<file path="src/design/rrs_pkg.sv">
package rrs_pkg;

    localparam int MAX_TASKS_DEF = 16;

    localparam int ID_W    = 16;
    localparam int SLICE_W = 8;
    localparam int TICK_W  = 32;
    localparam int OP_W    = 3;
    localparam int SLOT_W  = 4;

    localparam logic [SLICE_W-1:0] SLICE_RESET = 8'd5;

    // operation codes
    localparam logic [OP_W-1:0] OP_ADD    = 3'd0;
    localparam logic [OP_W-1:0] OP_TICK   = 3'd1;
    localparam logic [OP_W-1:0] OP_YIELD  = 3'd2;
    localparam logic [OP_W-1:0] OP_EXIT   = 3'd3;
    localparam logic [OP_W-1:0] OP_SETRUN = 3'd4;

    // per-slot task state codes
    localparam logic [1:0] ST_BLOCKED = 2'd0;
    localparam logic [1:0] ST_READY   = 2'd1;
    localparam logic [1:0] ST_RUNNING = 2'd2;
    localparam logic [1:0] ST_EXITED  = 2'd3;

    // one slot table entry
    typedef struct packed {
        logic [ID_W-1:0]    id;
        logic [1:0]         st;
        logic [SLICE_W-1:0] slice;
    } entry_t;

    localparam int ENTRY_W = $bits(entry_t);

endpackage

</file>
<file path="src/design/rrs_ram.sv">
module rrs_ram #(
    parameter int WIDTH = 8,
    parameter int DEPTH = 16
) (
    input  logic                     clk,
    input  logic                     we,
    input  logic [$clog2(DEPTH)-1:0] addr,
    input  logic [WIDTH-1:0]         wdata,
    output logic [WIDTH-1:0]         rdata
);

    logic [WIDTH-1:0] mem [DEPTH];

    // single port, read-first, registered read
    always_ff @(posedge clk)
    begin
        if (we)
        begin
            mem[addr] <= wdata;
        end
        rdata <= mem[addr];
    end

endmodule

</file>
<file path="src/design/round_robin_time_slice_scheduler.sv">
// Round-robin task scheduler with a time slice. A request (operation, slot,
// new_task_id, runnable) is taken when start is high and busy is low; the
// block then stays busy until it raises done for exactly one cycle with the
// updated selection on running_slot, running_task_id, idle, switched and
// tick_count. The receiver cannot stall: sample the result on the done cycle.
// Every request gives exactly one result. Add, set-runnable, exit while idle
// and unused codes go from S_EXEC to S_DONE, directly or via S_CUR_CHK; a tick,
// yield or exit that reschedules also runs the round-robin search (S_SCAN_RD,
// S_SCAN), because the slot table sits in a single-port RAM and the search
// probes one slot per cycle. busy falls the cycle after done, so a new
// request can be started then. slice_length is written through
// cfg_valid/cfg_data (cfg_ready is always high) and should only change while
// the block is idle. The slot table needs no clearing pass after reset: only
// entries of slots below the task count are ever used.
module round_robin_time_slice_scheduler #(
    parameter int MAX_TASKS = rrs_pkg::MAX_TASKS_DEF
) (
    input  logic                         clk,
    input  logic                         rst_n,
    // request side
    input  logic                         start,
    output logic                         busy,
    input  logic [rrs_pkg::OP_W-1:0]     operation,
    input  logic [rrs_pkg::SLOT_W-1:0]   slot,
    input  logic [rrs_pkg::ID_W-1:0]     new_task_id,
    input  logic                         runnable,
    // result side
    output logic                         done,
    output logic [rrs_pkg::SLOT_W-1:0]   running_slot,
    output logic [rrs_pkg::ID_W-1:0]     running_task_id,
    output logic                         idle,
    output logic                         switched,
    output logic [rrs_pkg::TICK_W-1:0]   tick_count,
    // configuration
    input  logic                         cfg_valid,
    output logic                         cfg_ready,
    input  logic [rrs_pkg::SLICE_W-1:0]  cfg_data
);

    localparam int IDX_W = $clog2(MAX_TASKS);
    localparam int CNT_W = $clog2(MAX_TASKS + 1);
    localparam int CMP_W = (CNT_W > rrs_pkg::SLOT_W) ? CNT_W : rrs_pkg::SLOT_W;
    localparam logic [CNT_W-1:0] CNT_MAX = CNT_W'(MAX_TASKS);

    // Sequencer states
    typedef enum logic [5:0] {
        S_IDLE    = 6'b000001,  // waiting for start
        S_EXEC    = 6'b000010,  // decode, issue first table access
        S_CUR_CHK = 6'b000100,  // entry of current/addressed slot is back
        S_SCAN_RD = 6'b001000,  // issue first probe of the search
        S_SCAN    = 6'b010000,  // one slot examined per cycle
        S_DONE    = 6'b100000   // result strobe
    } state_t;

    state_t                       state_reg, state_next;

    // latched request
    logic [rrs_pkg::OP_W-1:0]     op_reg, op_next;
    logic [rrs_pkg::SLOT_W-1:0]   slot_reg, slot_next;
    logic [rrs_pkg::ID_W-1:0]     id_reg, id_next;
    logic                         run_reg, run_next;
    logic                         was_idle_reg, was_idle_next;
    logic [IDX_W-1:0]             was_cur_reg, was_cur_next;

    // scheduler state
    logic [IDX_W-1:0]             cur_reg, cur_next;
    logic [rrs_pkg::ID_W-1:0]     cur_id_reg, cur_id_next;
    logic                         idle_reg, idle_next;
    logic                         fresh_reg, fresh_next;
    logic [CNT_W-1:0]             count_reg, count_next;
    logic [rrs_pkg::TICK_W-1:0]   tick_reg, tick_next;
    logic [rrs_pkg::SLICE_W-1:0]  slice_len_reg, slice_len_next;

    // search and table access bookkeeping
    logic [IDX_W-1:0]             chk_reg, chk_next;
    logic [IDX_W-1:0]             probe_reg, probe_next;
    logic [IDX_W-1:0]             rdk_reg, rdk_next;
    logic [CNT_W-1:0]             seen_reg, seen_next;

    // slot table port
    logic                         ram_we;
    logic [IDX_W-1:0]             ram_addr;
    rrs_pkg::entry_t              ram_wdata;
    rrs_pkg::entry_t              ram_rdata;

    logic                         accept;
    logic [IDX_W-1:0]             scan_start;
    logic [rrs_pkg::SLICE_W-1:0]  slice_dec;

    // Next slot index, wrapping at the task count
    function automatic logic [IDX_W-1:0] wrap_inc(input logic [IDX_W-1:0] k,
                                                  input logic [CNT_W-1:0] n);
        logic [CNT_W-1:0] k1;
        begin
            k1 = CNT_W'(k) + CNT_W'(1);
            wrap_inc = (k1 == n) ? '0 : IDX_W'(k1);
        end
    endfunction

    rrs_ram #(
        .WIDTH (rrs_pkg::ENTRY_W),
        .DEPTH (MAX_TASKS)
    ) u_table (
        .clk   (clk),
        .we    (ram_we),
        .addr  (ram_addr),
        .wdata (ram_wdata),
        .rdata (ram_rdata)
    );

    assign accept     = start && !busy;
    assign busy       = (state_reg != S_IDLE);
    assign cfg_ready  = 1'b1;
    // a fresh search starts at slot 0, otherwise just after the current slot
    assign scan_start = fresh_reg ? '0 : wrap_inc(cur_reg, count_reg);
    assign slice_dec  = (ram_rdata.slice != '0) ? (ram_rdata.slice - 8'd1) : ram_rdata.slice;

    always_comb
    begin
        state_next     = state_reg;
        op_next        = op_reg;
        slot_next      = slot_reg;
        id_next        = id_reg;
        run_next       = run_reg;
        was_idle_next  = was_idle_reg;
        was_cur_next   = was_cur_reg;
        cur_next       = cur_reg;
        cur_id_next    = cur_id_reg;
        idle_next      = idle_reg;
        fresh_next     = fresh_reg;
        count_next     = count_reg;
        tick_next      = tick_reg;
        slice_len_next = slice_len_reg;
        chk_next       = chk_reg;
        probe_next     = probe_reg;
        rdk_next       = rdk_reg;
        seen_next      = seen_reg;
        ram_we         = 1'b0;
        ram_addr       = chk_reg;
        ram_wdata      = ram_rdata;

        if (cfg_valid && cfg_ready)
        begin
            slice_len_next = cfg_data;
        end

        case (state_reg)
            S_IDLE:
            begin
                if (accept)
                begin
                    op_next       = operation;
                    slot_next     = slot;
                    id_next       = new_task_id;
                    run_next      = runnable;
                    was_idle_next = idle_reg;
                    was_cur_next  = cur_reg;
                    if (operation == rrs_pkg::OP_TICK)
                    begin
                        tick_next = tick_reg + 32'd1;
                    end
                    state_next = S_EXEC;
                end
            end

            S_EXEC:
            begin
                state_next = S_DONE;
                chk_next   = cur_reg;
                case (op_reg)
                    rrs_pkg::OP_ADD:
                    begin
                        // table full: ignored
                        if (count_reg < CNT_MAX)
                        begin
                            ram_we          = 1'b1;
                            ram_addr        = IDX_W'(count_reg);
                            ram_wdata.id    = id_reg;
                            ram_wdata.st    = run_reg ? rrs_pkg::ST_READY
                                                      : rrs_pkg::ST_BLOCKED;
                            ram_wdata.slice = '0;
                            count_next      = count_reg + CNT_W'(1);
                        end
                    end
                    rrs_pkg::OP_TICK, rrs_pkg::OP_YIELD:
                    begin
                        if (idle_reg)
                        begin
                            state_next = S_SCAN_RD;
                        end
                        else
                        begin
                            ram_addr   = cur_reg;
                            state_next = S_CUR_CHK;
                        end
                    end
                    rrs_pkg::OP_EXIT:
                    begin
                        // exit while idle is ignored
                        if (!idle_reg)
                        begin
                            ram_addr   = cur_reg;
                            state_next = S_CUR_CHK;
                        end
                    end
                    rrs_pkg::OP_SETRUN:
                    begin
                        if (CMP_W'(slot_reg) < CMP_W'(count_reg))
                        begin
                            ram_addr   = IDX_W'(slot_reg);
                            chk_next   = IDX_W'(slot_reg);
                            state_next = S_CUR_CHK;
                        end
                    end
                    default:
                    begin
                        state_next = S_DONE;
                    end
                endcase
            end

            S_CUR_CHK:
            begin
                state_next = S_DONE;
                case (op_reg)
                    rrs_pkg::OP_TICK:
                    begin
                        if (ram_rdata.st == rrs_pkg::ST_RUNNING)
                        begin
                            ram_we          = 1'b1;
                            ram_wdata.slice = slice_dec;
                            if (slice_dec == '0)
                            begin
                                // slice used up
                                ram_wdata.st = rrs_pkg::ST_READY;
                                state_next   = S_SCAN_RD;
                            end
                        end
                        else
                        begin
                            // current task was blocked under us
                            state_next = S_SCAN_RD;
                        end
                    end
                    rrs_pkg::OP_YIELD:
                    begin
                        if (ram_rdata.st == rrs_pkg::ST_RUNNING)
                        begin
                            ram_we       = 1'b1;
                            ram_wdata.st = rrs_pkg::ST_READY;
                        end
                        state_next = S_SCAN_RD;
                    end
                    rrs_pkg::OP_EXIT:
                    begin
                        ram_we          = 1'b1;
                        ram_wdata.st    = rrs_pkg::ST_EXITED;
                        ram_wdata.slice = '0;
                        state_next      = S_SCAN_RD;
                    end
                    rrs_pkg::OP_SETRUN:
                    begin
                        if (ram_rdata.st != rrs_pkg::ST_EXITED)
                        begin
                            if (!run_reg)
                            begin
                                ram_we       = 1'b1;
                                ram_wdata.st = rrs_pkg::ST_BLOCKED;
                            end
                            else if (ram_rdata.st == rrs_pkg::ST_BLOCKED)
                            begin
                                ram_we       = 1'b1;
                                ram_wdata.st = rrs_pkg::ST_READY;
                            end
                        end
                    end
                    default:
                    begin
                        state_next = S_DONE;
                    end
                endcase
            end

            S_SCAN_RD:
            begin
                if (count_reg == '0)
                begin
                    idle_next  = 1'b1;
                    state_next = S_DONE;
                end
                else
                begin
                    ram_addr   = scan_start;
                    probe_next = scan_start;
                    rdk_next   = wrap_inc(scan_start, count_reg);
                    seen_next  = '0;
                    state_next = S_SCAN;
                end
            end

            S_SCAN:
            begin
                // ram_rdata holds the entry of probe_reg
                if (ram_rdata.st == rrs_pkg::ST_READY ||
                    ram_rdata.st == rrs_pkg::ST_RUNNING)
                begin
                    ram_we          = 1'b1;
                    ram_addr        = probe_reg;
                    ram_wdata.st    = rrs_pkg::ST_RUNNING;
                    ram_wdata.slice = slice_len_reg;
                    cur_next        = probe_reg;
                    cur_id_next     = ram_rdata.id;
                    idle_next       = 1'b0;
                    fresh_next      = 1'b0;
                    state_next      = S_DONE;
                end
                else if (seen_reg + CNT_W'(1) == count_reg)
                begin
                    // nothing runnable
                    idle_next  = 1'b1;
                    state_next = S_DONE;
                end
                else
                begin
                    ram_addr   = rdk_reg;
                    probe_next = rdk_reg;
                    rdk_next   = wrap_inc(rdk_reg, count_reg);
                    seen_next  = seen_reg + CNT_W'(1);
                end
            end

            S_DONE:
            begin
                state_next = S_IDLE;
            end

            default:
            begin
                state_next = S_IDLE;
            end
        endcase
    end

    always_ff @(posedge clk or negedge rst_n)
    begin
        if (!rst_n)
        begin
            state_reg     <= S_IDLE;
            cur_reg       <= '0;
            idle_reg      <= 1'b1;
            fresh_reg     <= 1'b1;
            count_reg     <= '0;
            tick_reg      <= '0;
            slice_len_reg <= rrs_pkg::SLICE_RESET;
        end
        else
        begin
            state_reg     <= state_next;
            cur_reg       <= cur_next;
            idle_reg      <= idle_next;
            fresh_reg     <= fresh_next;
            count_reg     <= count_next;
            tick_reg      <= tick_next;
            slice_len_reg <= slice_len_next;
        end
    end

    // payload and search registers, no reset needed
    always_ff @(posedge clk)
    begin
        op_reg       <= op_next;
        slot_reg     <= slot_next;
        id_reg       <= id_next;
        run_reg      <= run_next;
        was_idle_reg <= was_idle_next;
        was_cur_reg  <= was_cur_next;
        cur_id_reg   <= cur_id_next;
        chk_reg      <= chk_next;
        probe_reg    <= probe_next;
        rdk_reg      <= rdk_next;
        seen_reg     <= seen_next;
    end

    // result
    assign done            = (state_reg == S_DONE);
    assign idle            = idle_reg;
    assign running_slot    = idle_reg ? '0 : rrs_pkg::SLOT_W'(cur_reg);
    assign running_task_id = idle_reg ? '0 : cur_id_reg;
    assign tick_count      = tick_reg;
    assign switched        = (was_idle_reg != idle_reg) ||
                             (!idle_reg && (was_cur_reg != cur_reg));

    // a selected slot always lies inside the filled part of the table
    a_cur_in_range: assert property (@(posedge clk) disable iff (!rst_n)
        !idle_reg |-> (CNT_W'(cur_reg) < count_reg))
        else $error("current slot beyond task count");

    a_count_max: assert property (@(posedge clk) disable iff (!rst_n)
        count_reg <= CNT_MAX)
        else $error("task count overflow");

    a_accept_busy: assert property (@(posedge clk) disable iff (!rst_n)
        accept |=> busy && !done)
        else $error("request accepted without going busy");

    a_done_release: assert property (@(posedge clk) disable iff (!rst_n)
        done |=> !busy && !done)
        else $error("busy held after result");

endmodule

</file>
<file path="config.mk">
export PLATFORM = sky130hd
export DESIGN_NAME = round_robin_time_slice_scheduler
export DESIGN_NICKNAME = d
export VERILOG_FILES = /design/src/design/rrs_pkg.sv /design/src/design/rrs_ram.sv /design/src/design/round_robin_time_slice_scheduler.sv
export SDC_FILE = /design/constraint.sdc
export NUM_CORES = 1
export LEC_CHECK = 0
export ABC_AREA = 1
export ABC_CLOCK_PERIOD_IN_PS = 4930
export BUFFER_PORTS_ARGS = -buffer_cell sky130_fd_sc_hd__buf_2
export CAP_MARGIN = 20
export CORE_MARGIN = 3
export CORE_UTILIZATION = 30
export CTS_CLUSTER_SIZE = 8
export DETAILED_ROUTE_END_ITERATION = 6
export SLEW_MARGIN = 20
export SYNTH_ARGS = -nofsm -noshare
export SYNTH_HDL_FRONTEND = slang
export SYNTH_SLANG_ARGS = --single-unit
</file>
<file path="constraint.sdc">
create_clock -name clk -period 4.93 [get_ports clk]
set_clock_uncertainty 0.15 [all_clocks]
set_input_delay 0.986 -clock clk [delete_from_list [all_inputs] [get_ports clk]]
set_output_delay 0.986 -clock clk [all_outputs]
set_load 0.02 [all_outputs]
</file>
Yosys cells after proc, flatten, opt, wreduce, memory -nomap -nowiden

Memory sizes are Yosys's and may differ from the RTL's. A register that Yosys moved wholly into a read port is not among the register bits.
Cells that the tools add are included.

Reductions and logical operators: 22
Equal/unequal tests: 27
$lt $le $gt $ge: 2
$add $sub $neg: 7
Mux-type cells: 70

Operators with widths:

| kind                                                             | count |
|---|---|
| 4-bit two-way mux                                                | 20 |
| 26-bit two-way mux                                               | 2 |
| 6-bit two-way mux                                                | 8 |
| 32-bit by 1-bit adder with 32-bit output (second input constant) | 1 |
| 16-bit two-way mux                                               | 2 |
| 10-bit case mux with 3 select lines                              | 1 |
| 6-bit case mux with 5 select lines                               | 1 |
| 4-bit case mux with 3 select lines                               | 2 |
| 5-bit == test                                                    | 4 |
| 10-bit two-way mux                                               | 2 |
| 6-bit case mux with 3 select lines                               | 1 |
| 4-bit case mux with 2 select lines                               | 2 |
| 8-bit case mux with 2 select lines                               | 1 |
| 4-bit by 1-bit adder with 5-bit output (second input constant)   | 3 |
| 5-bit two-way mux                                                | 3 |
| 1-bit two-way mux                                                | 13 |
| 2-bit inequality test (second input constant)                    | 6 |
| 6-bit case mux with 2 select lines                               | 1 |
| 5-bit by 1-bit adder with 5-bit output (second input constant)   | 2 |
| 2-bit two-way mux                                                | 5 |
| 5-bit case mux with 2 select lines                               | 1 |
| 3-bit AND reduction                                              | 3 |
| 8-bit zero test                                                  | 1 |
| 8-bit two-way mux                                                | 1 |
| 33 further kinds                                                 | 42 |

Bits in registers: 119
Input port bits: 36
Output and inout bits: 57
Logic and storage cells: 147
Memories: 1
RAM bits: 416

Memory list:

| memory      | words | width | read ports | clocked after memory_dff | wr ports | line          | RTL |
|---|---|---|---|---|---|---|---|
| u_table.mem | 16    | 26    | 1          | 1                        | 1        | rrs_ram.sv:12 | `logic [WIDTH-1:0] mem [DEPTH];` |

Longest topological paths before layout

Gate-level depths: netlist of the first run.

Depth after elaboration: 9
Mapped depth: 23
Gate-level depth less buffers: 21

By module

From an unflattened synthesis of the first run, not the netlist that was laid out.

Cells, all modules: 2546
Area, all modules: 24872.6 um2

Modules (own cells, without submodules):

| module                           | cells an instance | times used | area each (um2) |
|---|---|---|---|
| rrs_ram                          | 1720              | 1          | 17898.4 |
| round_robin_time_slice_scheduler | 826               | 1          | 6974.2 |

Least setup slack after synthesis of the first run

Ideal clock, no wire load.

Kind: flip-flop to flip-flop
Start point: reg count_reg[3]
End point: mem u_table.mem[0][0] (netlist name), enable pin
Data required time: 4.371 ns
Period minus slack after synthesis: 3.928 ns
Arrival: 3.369 ns
Setup slack: 1.002 ns
Cell stages (with the launch flop): 18
Path through: dfrtp_1 buf_2 inv_1 ha_1 nand2_1 a21oi_1 nor2_1 nand2_1 nand2_2 nand2_1 nand2_1 a21oi_1 a21oi_1 nand4_1 nor2_4 buf_2 inv_2 nor2_1

Longest elaborated chain between the ends: 6

Ends and longest elaborated chain:

| element                                 | line                                    | RTL |
|---|---|---|
| start, declared                         | round_robin_time_slice_scheduler.sv:70  | `logic [CNT_W-1:0] count_reg, count_next;` |
| start signal, assigned                  | round_robin_time_slice_scheduler.sv:362 | `count_reg <= count_next;` |
| 5-bit less-than comparator              | round_robin_time_slice_scheduler.sv:174 | `if (count_reg < CNT_MAX)` |
| 1-bit two-way mux                       | round_robin_time_slice_scheduler.sv:174 |  |
| 1-bit two-way mux                       | round_robin_time_slice_scheduler.sv:170 | `case (op_reg)` |
| 1-bit case mux with 3 select lines      | round_robin_time_slice_scheduler.sv:147 | `case (state_reg)` |
| 1-bit two-way mux                       | rrs_ram.sv:17                           | `if (we)` |
| 1-bit two-way mux (implied by the code) | rrs_ram.sv:19                           | `mem[addr] <= wdata;` |
| end, declared                           | rrs_ram.sv:12                           |  |

Several ways; a longest one is shown, not always the timed one.

Final worst setup path of the first run

Start point: reg state_reg[3]
End point: mem u_table.mem[8][4] (netlist name), enable pin

Longest elaborated chain between the ends: 4

Ends and longest elaborated chain:

| element                                                          | line                                    | RTL |
|---|---|---|
| start, declared                                                  | round_robin_time_slice_scheduler.sv:55  | `state_t state_reg, state_next;` |
| start signal, assigned                                           | round_robin_time_slice_scheduler.sv:358 | `state_reg <= state_next;` |
| 6-bit by 5-bit == test with 1-bit output (tied with other cells) | round_robin_time_slice_scheduler.sv:147 |  |
| 1-bit case mux with 3 select lines                               | round_robin_time_slice_scheduler.sv:147 |  |
| 1-bit two-way mux                                                | rrs_ram.sv:17                           |  |
| 1-bit two-way mux (implied by the code)                          | rrs_ram.sv:19                           |  |

Several ways; a longest one is shown, not always the timed one.

==> results.py, run 1 <==
metrics = {
    "sta": {
        "achievable-frequency_ghz": 0.2511,
        "setup_slack_ps": 948.2,
        "min_period_ps": 3982,
        "setup_viol": 0,
        "final_hold_viol_count": 0,
        "holdWs_ps": 281.3,
        "grt_setup_unrepaired": "no",
        "setup_total_negative_slack_ps": 0,
        "maxSlewHeadroom": 0.2583,
        "layout_worst_path_cycle_share": 0.8077,
        "worst_slew_pin_slew_ps": 1113,
        "finalMaxSlewViolations": 0,
    },
    "die": {
        "dieWidth_um": 295.7,
        "start_util": 0.3048,
        "cell_row_count": 105,
        "design.portCount": 93,
        "design.die.area_mm2": 0.08746,
        "floorplan.core_area_mm2": 0.08264,
        "die_h_um": 295.7,
    },
    "clock_network": {
        "cts.repair.resized": 0,
        "clk_transition_reported_paths_ps": 50,
        "clock-root-buffer": "sky130_fd_sc_hd__clkbuf_16",
        "clock_latency_ps": 620,
        "cts-buffers-inserted": 80,
        "cts.hold.buffers_added": 1,
        "cts.htree.levels": 3,
        "cts.sink_count": 561,
        "post_cts_setup_repair_buffer_count": 0,
        "clk_path_buf_depth": 3,
        "tritoncts": "done",
    },
    "setup_path": {
        "critical_path.most_common_cell": "sky130_fd_sc_hd__nor2_4",
        "timing.critical_path.buf_inv": 5,
        "timing.critical_path.from_type": "flip-flop",
        "cpMaxStageDelayCell": "sky130_fd_sc_hd__buf_4",
        "critical_path.top_delay_family": "simple AND/OR/NAND/NOR gates",
        "setup.worst_path.end_class": "flip-flop",
        "cp_cell_sequence": "nor2_4 -> inv_2 -> nor2_2 -> nand3_2 -> nor2_4 -> buf_4 -> nand2_1 -> nand4_2 -> inv_2 -> nor2_4 -> inv_2 -> nor2_4 -> buf_4",
        "regToRegStartpoint": "state_reg[3]",
        "timing.critical_path.slowest_cell_delay_ps": 490,
        "worst-r2r-cell-count": 13,
        "crit_path_start": "state_reg[3]",
        "worst_ep_arrival_time_ps": 4140,
        "setup.worst_path.class": "reg -> reg",
        "timing.critical_path.fanout_max": 23,
        "cp_num_cells": 13,
        "crit-reg2reg-capture": "u_table.mem[8][4]",
        "required_ps": 5090,
        "reg2reg_slack_ps": 950,
    },
    "power": {
        "pwr_density_cell_mw_per_mm2": 513.7,
        "total_power_mw": 15.08,
        "static-leakage-power_nw": 12.39,
        "sequentialPowerShare": 0.410,
        "internal-power_mw": 10.05,
        "clockPowerShare": 0.339,
        "ir_worst_vdd_mv": 0.2922,
        "combPwrFrac": 0.252,
        "switching_share": 0.3338,
        "net-switching-power_mw": 5.034,
    },
    "global_routing": {
        "overflow": 0,
        "globalRouteTotalUtil": 0.1457,
        "pin_count_of_the_biggest_net_entering_global_routing": 209,
        "wire_length_of_the_first_global_routing_pass_mm": 99.75,
        "number_of_global_route_vias_before_repair": 16880,
        "grt_antenna_before_repair": 0,
    },
    "final_layout": {
        "final_design_area_no_fill_mm2": 0.02936,
        "layout.cells.most_common_list": "sky130_fd_sc_hd__nand2_1 (1120), sky130_fd_sc_hd__edfxtp_1 (478), sky130_fd_sc_hd__nand3_1 (261)",
        "area_delta_synth_final_pct": 16.58,
        "registers.top_by_ff_count": "u_table.mem",
        "layoutNonFillerInstCount": 3789,
        "antennaDiodeCount": 0,
        "drive_gt1_frac": 0.1118,
        "layout_utilization": 0.3553,
        "mostFrequentLayoutCell": "sky130_fd_sc_hd__nand2_1",
        "finish.net_count": 2717,
        "flip_flop_count_of_the_largest_register_all_copies_and_words_added": 416,
    },
    "synth": {
        "synth.area.top_cells": "sky130_fd_sc_hd__edfxtp_1 (57%), sky130_fd_sc_hd__nand2_1 (17%), sky130_fd_sc_hd__nand3_1 (5.2%)",
        "synthesis.instances": 2560,
        "synth_cell_types": 47,
        "syn_avg_cell_area_um2": 9.838,
        "synth.ff_latch_count": 561,
        "synth_sequential_area_ratio": 0.6475,
        "synth_warn": 0,
        "synthDominantCellAreaShare": 0.5700,
        "synth_top_cell_by_area": "sky130_fd_sc_hd__edfxtp_1",
        "synth_nets": 2612,
        "synth.cell_area_mm2": 0.02518,
    },
    "placement": {
        "placed_cells_incl_taps": 3652,
        "dpl_cell_area_mm2": 0.02701,
        "place.gp.congestion": 0.8521,
        "pre_cts_ws_ps": 936.2,
        "numPortBuffers": 91,
        "dp_hpwl_mm": 37.55,
    },
    "detailed_routing": {
        "initialDrtViolationCount": 1465,
        "vias": 17850,
        "post_drt_via_cell_ratio": 4.712,
        "drt_wl_total_mm": 64.55,
        "wl_per_cell_um": 17.04,
        "drtAntennaViolNets": 0,
        "post-route-drc-count": 0,
        "drt-pass1-iter-count": 6,
    },
    "hold_path": {
        "min_to": "cur_id_reg[15]",
        "worst_hold_path.num_cells": 0,
        "hold_path_startpoint": "u_table.rdata[25]",
        "hp-class": "reg -> reg",
    },
    "run_status": {
        "run_status": "finished clean",
    },
    "job": {
        "drv.max_cap_violation_count": 0,
    },
}
## how the worst max path moves through the flow
stage / slack [ps] / to
finish: 950 / u_table.mem[8][4]
global route: 630 / u_table.mem[8][6]
CTS: 920 / u_table.mem[8][4]
detailed placement: 940 / u_table.mem[8][4]
global placement: 970 / u_table.mem[8][4]
floorplan: 1000 / u_table.mem[0][0]
## area by class of cell
type                            instances  area (um^2)
Clock buffer                          131         2246
Clock inverter                          5        92.59
Fill cell                            8226        53270
Inverter                              167        629.4
Multi-Input combinational cell       1716         7766
Sequential cell                       561        16310
Tap cell                             1070         1339
Timing Repair Buffer                  139        980.9
## worst register-to-register path, stage by stage (launching register included)
cell and delay, ps:
sky130_fd_sc_hd__dfrtp_1 430, sky130_fd_sc_hd__nor2_4 160, sky130_fd_sc_hd__inv_2 50, sky130_fd_sc_hd__nor2_2 80, sky130_fd_sc_hd__nand3_2 380, sky130_fd_sc_hd__nor2_4 360
sky130_fd_sc_hd__buf_4 490, sky130_fd_sc_hd__nand2_1 210, sky130_fd_sc_hd__nand4_2 250, sky130_fd_sc_hd__inv_2 100, sky130_fd_sc_hd__nor2_4 130, sky130_fd_sc_hd__inv_2 120
sky130_fd_sc_hd__nor2_4 480, sky130_fd_sc_hd__buf_4 280
## layer usage
metal  GRT usage  part of all wire  up-vias
li1            -                 -     8673
met1      0.2108              0.47     8598
met2      0.2251              0.45      489
met3     0.02389             0.056       93
met4     0.04324             0.022        0
met5           0                 0        -
## synth_stat cells, drive strengths merged
cell type / count
a211oi: 3
clkbuf: 12
conb: 1
o31ai: 1
o221ai: 8
a22oi: 3
ha: 16
nor3: 13
mux2: 4
nand4: 23
o21a: 1
buf: 104
o211ai: 2
o2111ai: 3
nand3: 265
o22ai: 3
dfstp: 5
nor3b: 2
clkinv: 1
nor4: 5
o21ai: 31
edfxtp: 478
nand2: 1126
a21oi: 25
a2111oi: 2
a32oi: 1
xnor2: 12
dfxtp: 26
xor2: 31
and2b: 1
nor2: 134
dfrtp: 52
inv: 166
## power by group through the flow
stage                     sequential (mW)  combinational, mW  clock [mW]
final                                6.18               3.80        5.11
after global routing                 6.20               4.27        5.41
after CTS                            6.18               3.81        5.19
after detailed placement             6.26               3.79           0
after global placement               6.26               3.76           0
after floorplan                      6.18               2.61           0
## logic make-up (layout without fill, tap and decap cells)
| family | count (synthesis) | in the layout | share of synthesized area |
|---|---|---|---|
| other | 1 | 1 | 0.0001489 |
| adder cells (fa/ha/maj) | 16 | 16 | 0.007949 |
| XOR/XNOR | 43 | 43 | 0.01495 |
| AND/OR/NAND/NOR | 1569 | 1569 | 0.2573 |
| buffers and inverters | 283 | 442 | 0.05053 |
| multiplexers | 4 | 4 | 0.001788 |
| AO/OA/AOI/OAI | 83 | 83 | 0.01987 |
| flip-flops | 561 | 561 | 0.6475 |
Power figures use the tool's default switching activity.
==> run 2, diff against run 1 <==
--- a/config.mk
+++ b/config.mk
@@ -6,7 +6,7 @@
 export NUM_CORES = 1
 export LEC_CHECK = 0
 export ABC_AREA = 1
-export ABC_CLOCK_PERIOD_IN_PS = 4930
+export ABC_CLOCK_PERIOD_IN_PS = 3500
 export BUFFER_PORTS_ARGS = -buffer_cell sky130_fd_sc_hd__buf_2
 export CAP_MARGIN = 20
 export CORE_MARGIN = 3
==> constraint.sdc (replaced) <==
create_clock -name clk -period 3.5 [get_ports clk]
set_clock_uncertainty 0.15 [all_clocks]
set_input_delay 0.7 -clock clk [delete_from_list [all_inputs] [get_ports clk]]
set_output_delay 0.7 -clock clk [all_outputs]
set_load 0.02 [all_outputs]
==> run 2 against run 1 <==
  * Final cell count up 1.1%
  * Wire length up 0.39%
  * Critical endpoint is now u_table.mem[15][21]
  * Maximum frequency up 21%
  * Combinational power up 44%
  * Setup slack worse by 730 ps
  * Via count up 0.62%
==> results.py, run 2 (same netlist as run 1, synthesis figures left out) <==
metrics = {
    "detailed_routing": {
        "drtAntennaViolNets": 0,
        "post-route-drc-count": 0,
        "vias": 17960,
        "drt-pass1-iter-count": 5,
        "post_drt_via_cell_ratio": 4.690,
        "wl_per_cell_um": 16.92,
        "initialDrtViolationCount": 1530,
        "drt_wl_total_mm": 64.80,
    },
    "final_layout": {
        "layoutNonFillerInstCount": 3830,
        "registers.top_by_ff_count": "u_table.mem",
        "fill_cells": 8113,
        "flip_flop_count_of_the_largest_register_all_copies_and_words_added": 416,
        "layout_utilization": 0.3624,
        "drive_gt1_frac": 0.1254,
        "finish.net_count": 2759,
        "layout.cells.most_common_list": "sky130_fd_sc_hd__nand2_1 (1120), sky130_fd_sc_hd__edfxtp_1 (478), sky130_fd_sc_hd__nand3_1 (261)",
        "final_design_area_no_fill_mm2": 0.02995,
        "mostFrequentLayoutCell": "sky130_fd_sc_hd__nand2_1",
        "area_delta_synth_final_pct": 18.90,
        "antennaDiodeCount": 0,
    },
    "power": {
        "combPwrFrac": 0.257,
        "total_power_mw": 21.32,
        "sequentialPowerShare": 0.406,
        "internal-power_mw": 14.32,
        "ir_worst_vdd_mv": 0.4612,
        "static-leakage-power_nw": 12.69,
        "pwr_density_cell_mw_per_mm2": 712.0,
        "net-switching-power_mw": 7.003,
        "clockPowerShare": 0.337,
        "switching_share": 0.3284,
    },
    "setup_path": {
        "timing.critical_path.fanout_max": 16,
        "crit_path_start": "state_reg[4]",
        "regToRegStartpoint": "state_reg[4]",
        "reg2reg_slack_ps": 210,
        "setup.worst_path.class": "reg -> reg",
        "setup.worst_path.end_class": "flip-flop",
        "timing.critical_path.from_type": "flip-flop",
        "worst_ep_arrival_time_ps": 3440,
        "required_ps": 3650,
    },
    "die": {
        "design.portCount": 93,
        "start_util": 0.3048,
        "die_h_um": 295.7,
        "cell_row_count": 105,
        "dieWidth_um": 295.7,
        "floorplan.core_area_mm2": 0.08264,
        "design.die.area_mm2": 0.08746,
    },
    "sta": {
        "min_period_ps": 3285,
        "achievable-frequency_ghz": 0.3044,
        "maxSlewHeadroom": 0.4944,
        "finalMaxSlewViolations": 0,
        "final_hold_viol_count": 0,
        "setup_viol": 0,
        "grt_setup_unrepaired": "no",
        "setup_total_negative_slack_ps": 0,
        "setup_slack_ps": 214.9,
        "layout_worst_path_cycle_share": 0.9386,
        "holdWs_ps": 101.2,
        "worst_slew_pin_slew_ps": 758.4,
    },
    "global_routing": {
        "number_of_global_route_vias_before_repair": 17130,
        "wire_length_of_the_first_global_routing_pass_mm": 100.7,
        "overflow": 0,
        "grt_antenna_before_repair": 0,
        "globalRouteTotalUtil": 0.1480,
        "pin_count_of_the_biggest_net_entering_global_routing": 103,
    },
    "clock_network": {
        "clock_latency_ps": 610,
        "tritoncts": "done",
        "cts.sink_count": 561,
        "clock-root-buffer": "sky130_fd_sc_hd__clkbuf_16",
        "cts.htree.levels": 3,
        "cts-buffers-inserted": 80,
        "clk_path_buf_depth": 3,
        "clk_transition_reported_paths_ps": 50,
        "cts.hold.buffers_added": 0,
    },
    "job": {
        "drv.max_cap_violation_count": 0,
    },
    "run_status": {
        "run_status": "finished clean",
    },
    "placement": {
        "pre_cts_ws_ps": 190.0,
        "numPortBuffers": 91,
        "place.gp.congestion": 0.8519,
        "dpl_cell_area_mm2": 0.02759,
        "placed_cells_incl_taps": 3694,
        "dp_hpwl_mm": 37.97,
    },
    "hold_path": {
        "hp-class": "in -> async",
    },
}
run 2: routing by layer:
metal | GRT usage | wire, um | vias up
met5 | 0 | 0 | -
met4 | 0.04941 | 1772 | 0
met3 | 0.02988 | 3828 | 128
met2 | 0.2302 | 29700 | 504
met1 | 0.2069 | 29500 | 8575
li1 | - | - | 8756
run 2: final cells by class:
cell class                 count  area [um^2]  area share
multi-input combinational   1716         7766      0.2593
inverter                     167        629.4     0.02102
tap                         1070         1339     0.04471
sequential                   561        16310      0.5446
clock inverter                 5        115.1    0.003844
clock buffer                 130         2232     0.07454
timing repair buffer         181         1556     0.05198
run 2: worst paths after layout:
path | end | depth (start not counted)
worst max register to register | u_table.mem[15][21] | 8
worst max-delay path | u_table.mem[15][21] | 8
worst min register to register | cur_id_reg[4] | 0
worst min-delay path | tick_count[31] | 2
max in group asynchronous | slice_len_reg[5] | 2
min in group clk | id_reg[9] | 1
run 2: what timing repair did:
item,CTS,global route
endpoints found under the hold margin,0,0
buffers inserted,0,1
resized for setup,0,0
endpoints found under the setup margin,0,23
run 2: worst max-delay path, cell delays in order (launching register included):
cell and delay (ps):
sky130_fd_sc_hd__dfrtp_1 400, sky130_fd_sc_hd__nor2_2 210, sky130_fd_sc_hd__nand4_1 360, sky130_fd_sc_hd__inv_2 320, sky130_fd_sc_hd__nand2_1 240, sky130_fd_sc_hd__nand3_1 300, sky130_fd_sc_hd__nand3_1 390, sky130_fd_sc_hd__nor2_4 370
sky130_fd_sc_hd__buf_12 230
run 2: power by group through the flow:
stage               Sequential, mW  Clock, mW  Combinational (mW)
floorplan                     8.71          0                3.69
global placement              8.77          0                5.44
detailed placement            8.77          0                5.50
CTS                           8.65       7.34                5.53
global route                  8.68       7.64                6.23
finish                        8.65       7.18                5.49
==> run 3, diff against run 2 <==
==> constraint.sdc (replaced) <==
create_clock -name clk -period 3.5 [get_ports clk]
set_clock_uncertainty 0.15 [all_clocks]
set_input_delay 0.35 -clock clk [delete_from_list [all_inputs] [get_ports clk]]
set_output_delay 0.35 -clock clk [all_outputs]
set_load 0.02 [all_outputs]
==> run 3 against run 2 <==
  * Total power rose by 0.21%
  * Maximum frequency is 0.68% higher
  * Sequential cell count unchanged
  * Design area is 1.5% higher
  * Largest cell class unchanged
  * First-iteration DRC count down 13%
==> results.py, run 3 (same netlist as run 1, synthesis figures left out) <==
metrics = {
    "setup_path": {
        "setup.worst_path.class": "reg -> reg",
        "cp_cell_sequence": "ha_1 -> inv_1 -> nand2_1 -> nand2_1 -> nor2_1 -> nand3_1 -> nor2_2 -> nand3_2 -> nand2_1 -> nor2_1 -> nor2_2 -> inv_2 -> nor2_4 -> nand3_1 -> buf_4 -> nor2_4 -> buf_12",
        "timing.critical_path.from_type": "flip-flop",
        "critical_path.most_common_cell": "sky130_fd_sc_hd__nand2_1",
        "setup.worst_path.end_class": "flip-flop",
        "timing.critical_path.fanout_max": 13,
        "timing.critical_path.buf_inv": 4,
        "critical_path.top_delay_family": "simple AND/OR/NAND/NOR gates",
        "timing.critical_path.slowest_cell_delay_ps": 410,
        "regToRegStartpoint": "seen_reg[1]",
        "crit_path_start": "seen_reg[1]",
        "cpMaxStageDelayCell": "sky130_fd_sc_hd__edfxtp_1",
        "required_ps": 3650,
        "worst_ep_arrival_time_ps": 3410,
    },
    "global_routing": {
        "number_of_global_route_vias_before_repair": 17300,
        "overflow": 0,
        "globalRouteTotalUtil": 0.1485,
        "grt_antenna_before_repair": 0,
        "wire_length_of_the_first_global_routing_pass_mm": 101.3,
        "pin_count_of_the_biggest_net_entering_global_routing": 100,
    },
    "placement": {
        "place.gp.congestion": 0.8346,
        "dp_hpwl_mm": 38.33,
        "dpl_cell_area_mm2": 0.02762,
        "numPortBuffers": 91,
    },
    "sta": {
        "setup_viol": 0,
        "finalMaxSlewViolations": 0,
        "grt_setup_unrepaired": "no",
        "achievable-frequency_ghz": 0.3065,
        "maxSlewHeadroom": 0.4064,
        "final_hold_viol_count": 0,
        "min_period_ps": 3263,
        "layout_worst_path_cycle_share": 0.9323,
        "worst_slew_pin_slew_ps": 890.5,
    },
    "detailed_routing": {
        "drt-pass1-iter-count": 5,
        "post-route-drc-count": 0,
        "initialDrtViolationCount": 1331,
        "drtAntennaViolNets": 0,
        "wl_per_cell_um": 16.84,
        "vias": 17910,
        "drt_wl_total_mm": 65.36,
        "post_drt_via_cell_ratio": 4.614,
    },
    "final_layout": {
        "drive_gt1_frac": 0.1230,
        "final_design_area_no_fill_mm2": 0.03041,
        "flip_flop_count_of_the_largest_register_all_copies_and_words_added": 416,
        "area_delta_synth_final_pct": 20.74,
        "layout.cells.most_common_list": "sky130_fd_sc_hd__nand2_1 (1119), sky130_fd_sc_hd__edfxtp_1 (478), sky130_fd_sc_hd__nand3_1 (261)",
        "antennaDiodeCount": 0,
        "registers.top_by_ff_count": "u_table.mem",
        "finish.net_count": 2805,
        "mostFrequentLayoutCell": "sky130_fd_sc_hd__nand2_1",
    },
    "power": {
        "total_power_mw": 21.37,
        "pwr_density_cell_mw_per_mm2": 702.7,
        "static-leakage-power_nw": 12.87,
        "ir_worst_vdd_mv": 0.3925,
    },
    "clock_network": {
        "cts.sink_count": 561,
        "clock_latency_ps": 610,
        "clk_transition_reported_paths_ps": 50,
        "clk_path_buf_depth": 3,
        "tritoncts": "done",
        "cts-buffers-inserted": 80,
        "clock-root-buffer": "sky130_fd_sc_hd__clkbuf_16",
        "cts.htree.levels": 3,
    },
    "die": {
        "dieWidth_um": 295.7,
        "start_util": 0.3048,
        "design.die.area_mm2": 0.08746,
        "cell_row_count": 105,
        "floorplan.core_area_mm2": 0.08264,
        "design.portCount": 93,
        "die_h_um": 295.7,
    },
    "job": {
        "drv.max_cap_violation_count": 0,
    },
    "hold_path": {
        "hold_path_startpoint": "u_table.rdata[12]",
        "hp-class": "reg -> reg",
    },
    "run_status": {
        "run_status": "finished clean",
    },
}
run 3: changes by cell type in the layout (fill, tap and decap cells not counted), sizes merged:
cell / change
bufinv: -1
clkbuf: +5
clkinv: +1
dlygate4sd3: +46
inv: +1
run 3: area by class of cell:
class	instances	area [um^2]
fillers	7987	52230
clock inverters	6	98.84
multi-input cells	1716	7762
well taps	1070	1339
repair buffers	227	2052
clock buffers	135	2218
inverters	167	629.4
flip-flops and latches	561	16310
run 3: what timing repair did:
item,CTS,global route
endpoints found under the setup margin,0,39
resized for setup,0,1
hold buffers,46,0
hold endpoints to repair,87,0
buffers inserted,0,1
run 3: power breakdown:
group          switching [mW]  internal, mW
Sequential              0.252          8.41
Clock                    2.80          4.29
Combinational            4.03          1.58
run 3: layer usage:
metal	routed length, um	up-vias	GRT usage
met3	4086	98	0.02996
met1	29640	8465	0.2063
met2	30250	487	0.2383
met4	1375	0	0.03754
li1	-	8862	-
met5	0	-	0
run 3: worst register-to-register path: cells and delay by family, from the launching register on:
kind                     cells  cell delay [ps]
AND/OR/NAND/NOR             12             1540
buffers and inverters        4              520
adder cells (fa/ha/maj)      1              320
flip-flops                   1              410
run 3: path summary, 6_finish.rpt:
path | end | slack [ps] | depth (start not counted)
worst max-delay path | u_table.mem[9][0] | 240 | 17
worst min-delay path | cur_id_reg[2] | 280 | 0
worst max register to register | u_table.mem[9][0] | 240 | 17
worst min register to register | cur_id_reg[2] | 280 | 0
max in group asynchronous | state_reg[4] | 2390 | 3
min in group asynchronous | tick_count[31] | 290 | 3
run 3: stage by stage:
stage / hold WS (ps) / instances / TNS (ps) / utilization / setup WS, ps
finish: 282.1 / 3882 / 0 / 0.3680 / 236.9
detailed placement: 266.7 / 3694 / 0 / 0.3342 / 230.3
floorplan: -95.59 / 2560 / -132530 / - / -427.6
CTS: 260.9 / 3881 / 0 / 0.3678 / 190.1
global placement: 266.7 / 3693 / 0 / 0.3342 / 261.8
global route: 271.6 / 3882 / 0 / 0.3680 / 1.203
